**src/hw/rtl/ppe_pkg.sv**
```systemverilog
// ----------------------------------------------------------------------------
// ppe_pkg: shared types and constants for the particle pool engine
// Pool geometry, request codes, sequencer states and the direction table.
// ----------------------------------------------------------------------------
package ppe_pkg;

    localparam int PoolSize  = 16;
    localparam int SlotW     = 4;   // $clog2(PoolSize)
    localparam int CountW    = 5;

    typedef enum logic [1:0] {
        REQ_EMIT  = 2'd0,
        REQ_BURST = 2'd1,
        REQ_TICK  = 2'd2,
        REQ_READ  = 2'd3
    } t_req;

    typedef enum logic [2:0] {
        ST_IDLE,
        ST_SCALE,
        ST_SCAN,
        ST_TICK,
        ST_READ,
        ST_COUNT,
        ST_DONE
    } t_state;

    localparam logic CFG_GRAVITY_STEP = 1'b0;
    localparam logic CFG_GRAVITY_MASK = 1'b1;

    // Unit direction table, 4 fraction bits, indexed by particle number mod 8.
    function automatic logic signed [5:0] dir_x(input logic [2:0] k);
        case (k)
            3'd0: dir_x = 6'sd16;
            3'd1: dir_x = -6'sd16;
            3'd4: dir_x = 6'sd11;
            3'd5: dir_x = -6'sd11;
            3'd6: dir_x = 6'sd11;
            3'd7: dir_x = -6'sd11;
            default: dir_x = 6'sd0;
        endcase
    endfunction

    function automatic logic signed [5:0] dir_y(input logic [2:0] k);
        case (k)
            3'd2: dir_y = 6'sd16;
            3'd3: dir_y = -6'sd16;
            3'd4: dir_y = 6'sd11;
            3'd5: dir_y = 6'sd11;
            3'd6: dir_y = -6'sd11;
            3'd7: dir_y = -6'sd11;
            default: dir_y = 6'sd0;
        endcase
    endfunction

endpackage

```
**src/hw/rtl/particle_pool_engine.sv**
```systemverilog
// ----------------------------------------------------------------------------
// particle_pool_engine: fixed pool of sixteen particles
// Emit, burst, tick and read requests run on one slot-walking sequencer.
// ----------------------------------------------------------------------------
// Each request walks its states in order: a read captures the addressed slot, an emit scans
// for the first free slot unless its life is zero, a tick updates every live slot, and a burst
// scales and then scans once for each requested particle. The live count then walks all slots.
// One item is in flight at a time; the next input transfer is taken from the cycle after the
// result transfer. Reset (synchronous, active low) clears every life so that all slots are
// free, clears the live count and loads the gravity registers with their defaults of one.
module particle_pool_engine (
    input  logic                  i_clk,
    input  logic                  i_rst_n,
    input  logic                  i_valid,
    output logic                  o_ready,
    input  logic [1:0]            i_req_type,
    input  logic signed [15:0]    i_pos_x,
    input  logic signed [15:0]    i_pos_y,
    input  logic signed [15:0]    i_vel_x,
    input  logic signed [15:0]    i_vel_y,
    input  logic signed [15:0]    i_speed,
    input  logic [7:0]            i_burst_count,
    input  logic [7:0]            i_life,
    input  logic [7:0]            i_tile,
    input  logic [7:0]            i_palette,
    input  logic [7:0]            i_flags,
    input  logic [3:0]            i_slot_index,
    output logic                  o_valid,
    input  logic                  i_ready,
    output logic [7:0]            o_accepted,
    output logic [4:0]            o_live_count,
    output logic signed [15:0]    o_out_x,
    output logic signed [15:0]    o_out_y,
    output logic signed [15:0]    o_out_vx,
    output logic signed [15:0]    o_out_vy,
    output logic [7:0]            o_out_life,
    output logic [7:0]            o_out_tile,
    output logic [7:0]            o_out_palette,
    output logic [7:0]            o_out_flags,
    input  logic                  i_cfg_valid,
    output logic                  o_cfg_ready,
    input  logic                  i_cfg_index,
    input  logic [15:0]           i_cfg_data
);
    import ppe_pkg::*;

    // Life store is flip-flops, as reset clears it; the rest of each
    // particle lives in plain registers with no reset.
    logic [7:0]  r_life [PoolSize];
    logic [15:0] r_px   [PoolSize];
    logic [15:0] r_py   [PoolSize];
    logic [15:0] r_vx   [PoolSize];
    logic [15:0] r_vy   [PoolSize];
    logic [7:0]  r_tile [PoolSize];
    logic [7:0]  r_pal  [PoolSize];
    logic [7:0]  r_flg  [PoolSize];

    t_state r_state, n_state;
    logic [15:0] r_grav_step;
    logic [7:0]  r_grav_mask;

    // Captured request.
    t_req        r_req;
    logic [15:0] r_ipx, r_ipy, r_ivx, r_ivy, r_speed;
    logic [7:0]  r_cnt, r_ilife, r_itile, r_ipal, r_iflg;
    logic [3:0]  r_islot;

    // Sequencer counters and per-particle working values.
    logic [SlotW:0] r_slot, n_slot;  // one bit wider to hold PoolSize
    logic [7:0]  r_burst_i, n_burst_i;
    logic [7:0]  r_acc, n_acc;
    logic [CountW-1:0] r_live, n_live;
    logic [15:0] r_bvx, r_bvy;
    logic        r_scale_y, n_scale_y;

    logic [SlotW-1:0] slot_idx;
    assign slot_idx = r_slot[SlotW-1:0];

    // Shared scaling multiplier: one axis per cycle.
    logic signed [21:0] mul_p;
    logic [15:0]        mul_q;
    always_comb begin
        mul_p = $signed(r_speed) * (r_scale_y ? dir_y(r_burst_i[2:0])
                                              : dir_x(r_burst_i[2:0]));
        mul_q = mul_p[19:4];
    end

    // Shared adder for tick updates.
    logic        grav_on;
    logic [15:0] tick_vy;
    always_comb begin
        grav_on = (r_flg[slot_idx] & r_grav_mask) != 8'd0;
        tick_vy = grav_on ? r_vy[slot_idx] + r_grav_step : r_vy[slot_idx];
    end

    logic in_xfer, out_xfer, place_now;
    assign o_ready     = (r_state == ST_IDLE) && !o_valid;
    assign in_xfer     = i_valid && o_ready;
    assign out_xfer    = o_valid && i_ready;
    assign o_cfg_ready = (r_state == ST_IDLE);

    always_comb begin
        n_state   = r_state;
        n_slot    = r_slot;
        n_burst_i = r_burst_i;
        n_acc     = r_acc;
        n_live    = r_live;
        n_scale_y = r_scale_y;
        place_now = 1'b0;
        case (r_state)
            ST_IDLE: begin
                if (in_xfer) begin
                    n_slot    = '0;
                    n_burst_i = '0;
                    n_acc     = '0;
                    n_scale_y = 1'b0;
                    case (t_req'(i_req_type))
                        REQ_EMIT:  n_state = ST_SCAN;
                        REQ_BURST: n_state = ST_SCALE;
                        REQ_TICK:  n_state = ST_TICK;
                        default:   n_state = ST_READ;
                    endcase
                end
            end
            ST_SCALE: begin
                if (r_burst_i == r_cnt) begin
                    n_state = ST_COUNT;
                    n_slot  = '0;
                    n_live  = '0;
                end else if (r_scale_y) begin
                    n_scale_y = 1'b0;
                    n_slot    = '0;
                    n_state   = ST_SCAN;
                end else begin
                    n_scale_y = 1'b1;
                end
            end
            ST_SCAN: begin
                if (r_ilife == 8'd0 || r_slot == (SlotW+1)'(PoolSize)) begin
                    if (r_req == REQ_BURST) begin
                        n_burst_i = r_burst_i + 8'd1;
                        n_state   = ST_SCALE;
                    end else begin
                        n_state = ST_COUNT;
                        n_slot  = '0;
                        n_live  = '0;
                    end
                end else if (r_life[slot_idx] == 8'd0) begin
                    place_now = 1'b1;
                    n_acc     = r_acc + 8'd1;
                    n_slot    = (SlotW+1)'(PoolSize);
                end else begin
                    n_slot = r_slot + 1'b1;
                end
            end
            ST_TICK: begin
                if (r_slot == (SlotW+1)'(PoolSize)) begin
                    n_state = ST_COUNT;
                    n_slot  = '0;
                    n_live  = '0;
                end else begin
                    n_slot = r_slot + 1'b1;
                end
            end
            ST_READ: begin
                n_state = ST_COUNT;
                n_slot  = '0;
                n_live  = '0;
            end
            ST_COUNT: begin
                if (r_slot == (SlotW+1)'(PoolSize)) begin
                    n_state = ST_DONE;
                end else begin
                    if (r_life[slot_idx] != 8'd0) begin
                        n_live = r_live + 5'd1;
                    end
                    n_slot = r_slot + 1'b1;
                end
            end
            ST_DONE: n_state = ST_IDLE;
            default: n_state = ST_IDLE;
        endcase
    end

    always_ff @(posedge i_clk) begin
        if (!i_rst_n) begin
            r_state     <= ST_IDLE;
            r_grav_step <= 16'd1;
            r_grav_mask <= 8'd1;
            r_live      <= '0;
            o_valid     <= 1'b0;
            for (int k = 0; k < PoolSize; k++) begin
                r_life[k] <= 8'd0;
            end
        end else begin
            r_state <= n_state;
            r_live  <= n_live;
            if (i_cfg_valid && o_cfg_ready) begin
                if (i_cfg_index == CFG_GRAVITY_STEP) begin
                    r_grav_step <= i_cfg_data;
                end else begin
                    r_grav_mask <= i_cfg_data[7:0];
                end
            end
            if (place_now) begin
                r_life[slot_idx] <= r_ilife;
            end
            if (r_state == ST_TICK && r_slot != (SlotW+1)'(PoolSize)
                    && r_life[slot_idx] != 8'd0) begin
                r_life[slot_idx] <= r_life[slot_idx] - 8'd1;
            end
            if (r_state == ST_DONE) begin
                o_valid <= 1'b1;
            end else if (out_xfer) begin
                o_valid <= 1'b0;
            end
        end
    end

    // Datapath registers without reset.
    always_ff @(posedge i_clk) begin
        r_slot    <= n_slot;
        r_burst_i <= n_burst_i;
        r_acc     <= n_acc;
        r_scale_y <= n_scale_y;
        if (in_xfer) begin
            r_req   <= t_req'(i_req_type);
            r_ipx   <= i_pos_x;
            r_ipy   <= i_pos_y;
            r_ivx   <= i_vel_x;
            r_ivy   <= i_vel_y;
            r_speed <= i_speed;
            r_cnt   <= i_burst_count;
            r_ilife <= i_life;
            r_itile <= i_tile;
            r_ipal  <= i_palette;
            r_iflg  <= i_flags;
            r_islot <= i_slot_index;
        end
        if (r_state == ST_SCALE) begin
            if (r_scale_y) begin
                r_bvy <= mul_q;
            end else begin
                r_bvx <= mul_q;
            end
        end
        if (place_now) begin
            r_px[slot_idx]   <= r_ipx;
            r_py[slot_idx]   <= r_ipy;
            r_vx[slot_idx]   <= (r_req == REQ_BURST) ? r_bvx : r_ivx;
            r_vy[slot_idx]   <= (r_req == REQ_BURST) ? r_bvy : r_ivy;
            r_tile[slot_idx] <= r_itile;
            r_pal[slot_idx]  <= r_ipal;
            r_flg[slot_idx]  <= r_iflg;
        end
        if (r_state == ST_TICK && r_slot != (SlotW+1)'(PoolSize)
                && r_life[slot_idx] != 8'd0) begin
            r_vy[slot_idx] <= tick_vy;
            r_px[slot_idx] <= r_px[slot_idx] + r_vx[slot_idx];
            r_py[slot_idx] <= r_py[slot_idx] + tick_vy;
        end
        // Result register: read fields captured once, counts at the end.
        if (r_state == ST_IDLE && in_xfer) begin
            o_out_x       <= '0;
            o_out_y       <= '0;
            o_out_vx      <= '0;
            o_out_vy      <= '0;
            o_out_life    <= '0;
            o_out_tile    <= '0;
            o_out_palette <= '0;
            o_out_flags   <= '0;
        end
        if (r_state == ST_READ) begin
            o_out_x       <= r_px[r_islot];
            o_out_y       <= r_py[r_islot];
            o_out_vx      <= r_vx[r_islot];
            o_out_vy      <= r_vy[r_islot];
            o_out_life    <= r_life[r_islot];
            o_out_tile    <= r_tile[r_islot];
            o_out_palette <= r_pal[r_islot];
            o_out_flags   <= r_flg[r_islot];
        end
        if (r_state == ST_DONE) begin
            o_accepted   <= r_acc;
            o_live_count <= r_live;
        end
    end

endmodule
```
**config.mk**
```make
export PLATFORM = sky130hd
export DESIGN_NAME = particle_pool_engine
export DESIGN_NICKNAME = d
export VERILOG_FILES = /design/src/hw/rtl/ppe_pkg.sv /design/src/hw/rtl/particle_pool_engine.sv
export SDC_FILE = /design/constraint.sdc
export NUM_CORES = 2
export LEC_CHECK = 0
export BUFFER_PORTS_ARGS = -buffer_cell sky130_fd_sc_hd__buf_2
export CORE_UTILIZATION = 59
export DETAILED_ROUTE_END_ITERATION = 6
export PLACE_DENSITY_LB_ADDON = 0.2
export RECOVER_POWER = 100
export SYNTH_ARGS = -nofsm -noshare
export SYNTH_HDL_FRONTEND = slang
export SYNTH_SLANG_ARGS = --single-unit
```
**constraint.sdc**
```tcl
create_clock -name i_clk -period 20.8 [get_ports i_clk]
set_input_delay 4.16 -clock i_clk [delete_from_list [all_inputs] [get_ports i_clk]]
set_output_delay 4.16 -clock i_clk [all_outputs]
set_load 0.005 [all_outputs]
```
==> summary.md <==
| Metric | Value |
|---|---|
| Drt first pass iters | `5` |
| Synth Register Bits | `1866` |
| Post-CTS Setup Repair Bufs | `0` |
| Sequential-to-total area share from yosys stat | `63.4%` |
| Post-CTS Resized | `0` |
| Vias in the first global route | `48114` |
| Post-synth top flop | `edfxtp_1` |
| Total global routing overflow | `0` |
| Failing checks | `capacitance limit, slew limit` |
| Setup CP Type | `register to register` |
| Mapped cell area | `0.0877 mm²` |
| Cell Rows | `141` |
| Flop-to-flop setup slack | `6.87 ns` |
| DR iter-0 viols | `5654` |
| Clock sink count | `1866` |
| Setup violations, final | `0` |
| Nets@finish | `5295` |
| CTS buffer count | `188` |
| Antenna-violating nets left | `0` |
| Synth Instances | `4615` |
| Largest net degree at the start of global routing | `105` |
| DR vias | `48053` |
| CP top delay family | `buffers and inverters` |
| Starting density of the core | `59.4%` |
| Hold-fix buffers, CTS | `0` |
| Max-cap check violation count | `78` |
| PortBufs | `259` |
| DRC Markers | `0` |
| Worst Path Max Fanout | `102` |
| Synth warnings | `0` |
| Path depth of the worst reg2reg path | `13` |
| Final Hold Violating Endpoints | `0` |
| Number of buffer and inverter stages on the critical path | `5` |
| RSZ-0062 raised after global routing | `false` |
| Post-synth ARST share | `0%` |
| Critical Path Max Stage Delay | `2.68 ns` |
| Outcome | `finished with violations` |
| Mapped Nets | `4993` |
| Worst setup SP type | `register` |
| # IOs | `260` |
| Routed length per instance | `32.9 µm` |
| Area delta synth->final | `10.3%` |
| Post-Route WL | `230 mm` |
| Number of synthesized flops with an enable pin | `1825` |
| DR vias/cell | `6.88` |
| Total Neg Setup Slack | `0 ns` |
| Clk pin slew, worst setup/hold paths | `0.06 ns` |
| Netlist cell types | `71` |
| Cell Chain, Critical Path | `buf_12, clkbuf_1, mux4_2, mux4_2, inv_1, ha_1, nor3b_1, o211ai_1, or2_0, and2_0, nor2_4, clkbuf_1, clkbuf_1` |
| Final HPWL DP | `138 mm` |
| Root Driver | `clkbuf_16` |
| Die width | `387 µm` |
| Worst Skew | `0.0314 ns` |
| Final min period | `13.93 ns` |
| Tcrit/Tclk final | `67.0%` |
| Slew @ Worst Pin | `8.71 ns` |
| Initial antenna violation count | `16` |
| CP arrival | `14.28 ns` |
| Most used cell, CP | `clkbuf_1` |
| CP Depth | `13` |
| Rel. slew slack | `-481%` |
| CTS tree | `yes` |
| Worst path required time | `21.16 ns` |
| Hold Crit Class | `register to register` |
| Worst skew pair latency | `0.82 ns` |
| Min-Delay Path Depth | `2` |
| First-pass GRT wire length | `331 mm` |
| Clk buf depth | `3` |
| Mapped Avg Cell Area | `19.0 µm²` |
| Die H | `387 µm` |
| Die area | `0.150 mm²` |
| Final Slew Violations | `2136` |
| GPL Wtd Cong | `0.907` |
| CORE AREA | `0.148 mm²` |
| Crit end category | `register` |
| Share of layout cells above drive strength 1 | `27.6%` |
| H-tree depth | `4` |
| Max Fclk | `71.8 MHz` |
| Slowest CP cell | `clkbuf_1` |
| GR Util All Layers | `31.0%` |
final timing paths:
path | from | end
min | r_islot[1] | register
min reg2reg | r_islot[1] | register
max reg2reg | register | r_vy[13][10]
max | register | r_vy[13][10]
synth_stat cells, types with 6 or more instances:
cell type,count,area (µm²)
a21boi_0,19,143
edfxtp_1,1825,54800
a31oi_1,9,56.3
fa_1,106,2120
buf_1,48,180
a21oi_1,73,365
buf_2,44,220
o211ai_1,13,97.6
nor2b_1,130,813
o31ai_1,7,52.6
or2_2,8,50.1
nand4_1,6,37.5
mux2_2,28,315
and2_1,24,150
nand3_4,8,140
xnor2_1,60,526
clkbuf_1,172,646
nand3_1,43,215
a21o_1,18,135
or3_1,13,81.3
ha_1,124,1550
o21a_1,10,75.1
inv_1,184,691
and3_1,30,188
dfxtp_1,41,821
a211oi_1,9,67.6
nand2b_1,20,125
nor3_1,20,100
o21ai_0,82,410
nor2_2,16,100
nand2_1,185,694
xor2_1,42,368
mux4_2,868,19500
mux2i_1,28,280
nor2_1,226,848
layout make-up:
type                    count  area, µm²
clock buffers             237       4990
well taps                1930       2410
inverters                 186        704
diodes                      3       7.51
clock inverters            92        841
multi-input cells        2290      30200
repair buffers            385       1870
flip-flops and latches   1866      55600
fillers                  9885      51000
layout by cell type, fill, tap and decap left out, drive strengths merged, types with 73 or more instances in the layout:
master	n
edfxtp	1825
mux4	868
clkbuf	406
nor2	242
buf	216
inv	192
nand2	186
nor2b	131
ha	124
fa	106
o21ai	82
a21oi	73
flip-flops by register name, summed over array words and instances (netlist names), 16 cells and up, named ones only:
name and count:
o_out_y 16, r_bvy 16, r_vx 256, r_flg 128, r_grav_step 16, r_ipy 16, r_bvx 16, r_tile 128
r_ivx 16, r_life 128, r_pal 128, r_speed 16, o_out_vy 16, o_out_vx 16, r_py 256, r_vy 256
r_ivy 16, o_out_x 16, r_px 256, r_ipx 16
kinds of logic (layout without fill, tap and decap cells):
group	Yosys count	after routing	share of synthesized area (%)
adders and majority gates	230	230	4.19
muxes	924	924	23.0
DFF	1866	1866	63.4
AOI/OAI and AO/OA	281	281	2.01
xor gates and xnor gates	102	102	1.02
buffers and inverters	459	900	2.10
other	0	3	0
and+or+nand+nor	753	753	4.26
per-stage QoR:
stage	instances	utilization, %	setup WS [ns]	instance area (µm²)	hold WS [ns]
floorplan	4615	-	13.50	87700	0.415
global placement	6657	62.0	11.75	91600	0.422
detailed placement	6657	62.0	11.65	91600	0.431
CTS	6986	66.0	11.55	97400	0.444
global route	6986	65.5	5.86	96700	0.485
finish	6989	65.5	6.87	96700	0.441
per-layer routing:
metal / track usage (%) / vias to the layer above / routed length [µm]
met5: 0 / - / 89
met4: 9.92 / 14 / 7240
met3: 6.10 / 417 / 25800
met2: 49.2 / 2969 / 111000
met1: 43.9 / 25245 / 85300
li1: - / 19408 / -
worst reg2reg max path, cell delays in order (launching register included):
cell      delay [ns]
dfxtp_1         1.38
buf_12          0.71
clkbuf_1        2.75
mux4_2          0.82
mux4_2          0.58
inv_1           0.12
ha_1            0.14
nor3b_1         0.26
o211ai_1        0.29
or2_0           0.91
and2_0          1.19
nor2_4          0.36
clkbuf_1        2.05
clkbuf_1        1.89
Power is not shown: default switching activity piles up to over one toggle a cycle in this logic, so the estimate is an artifact.
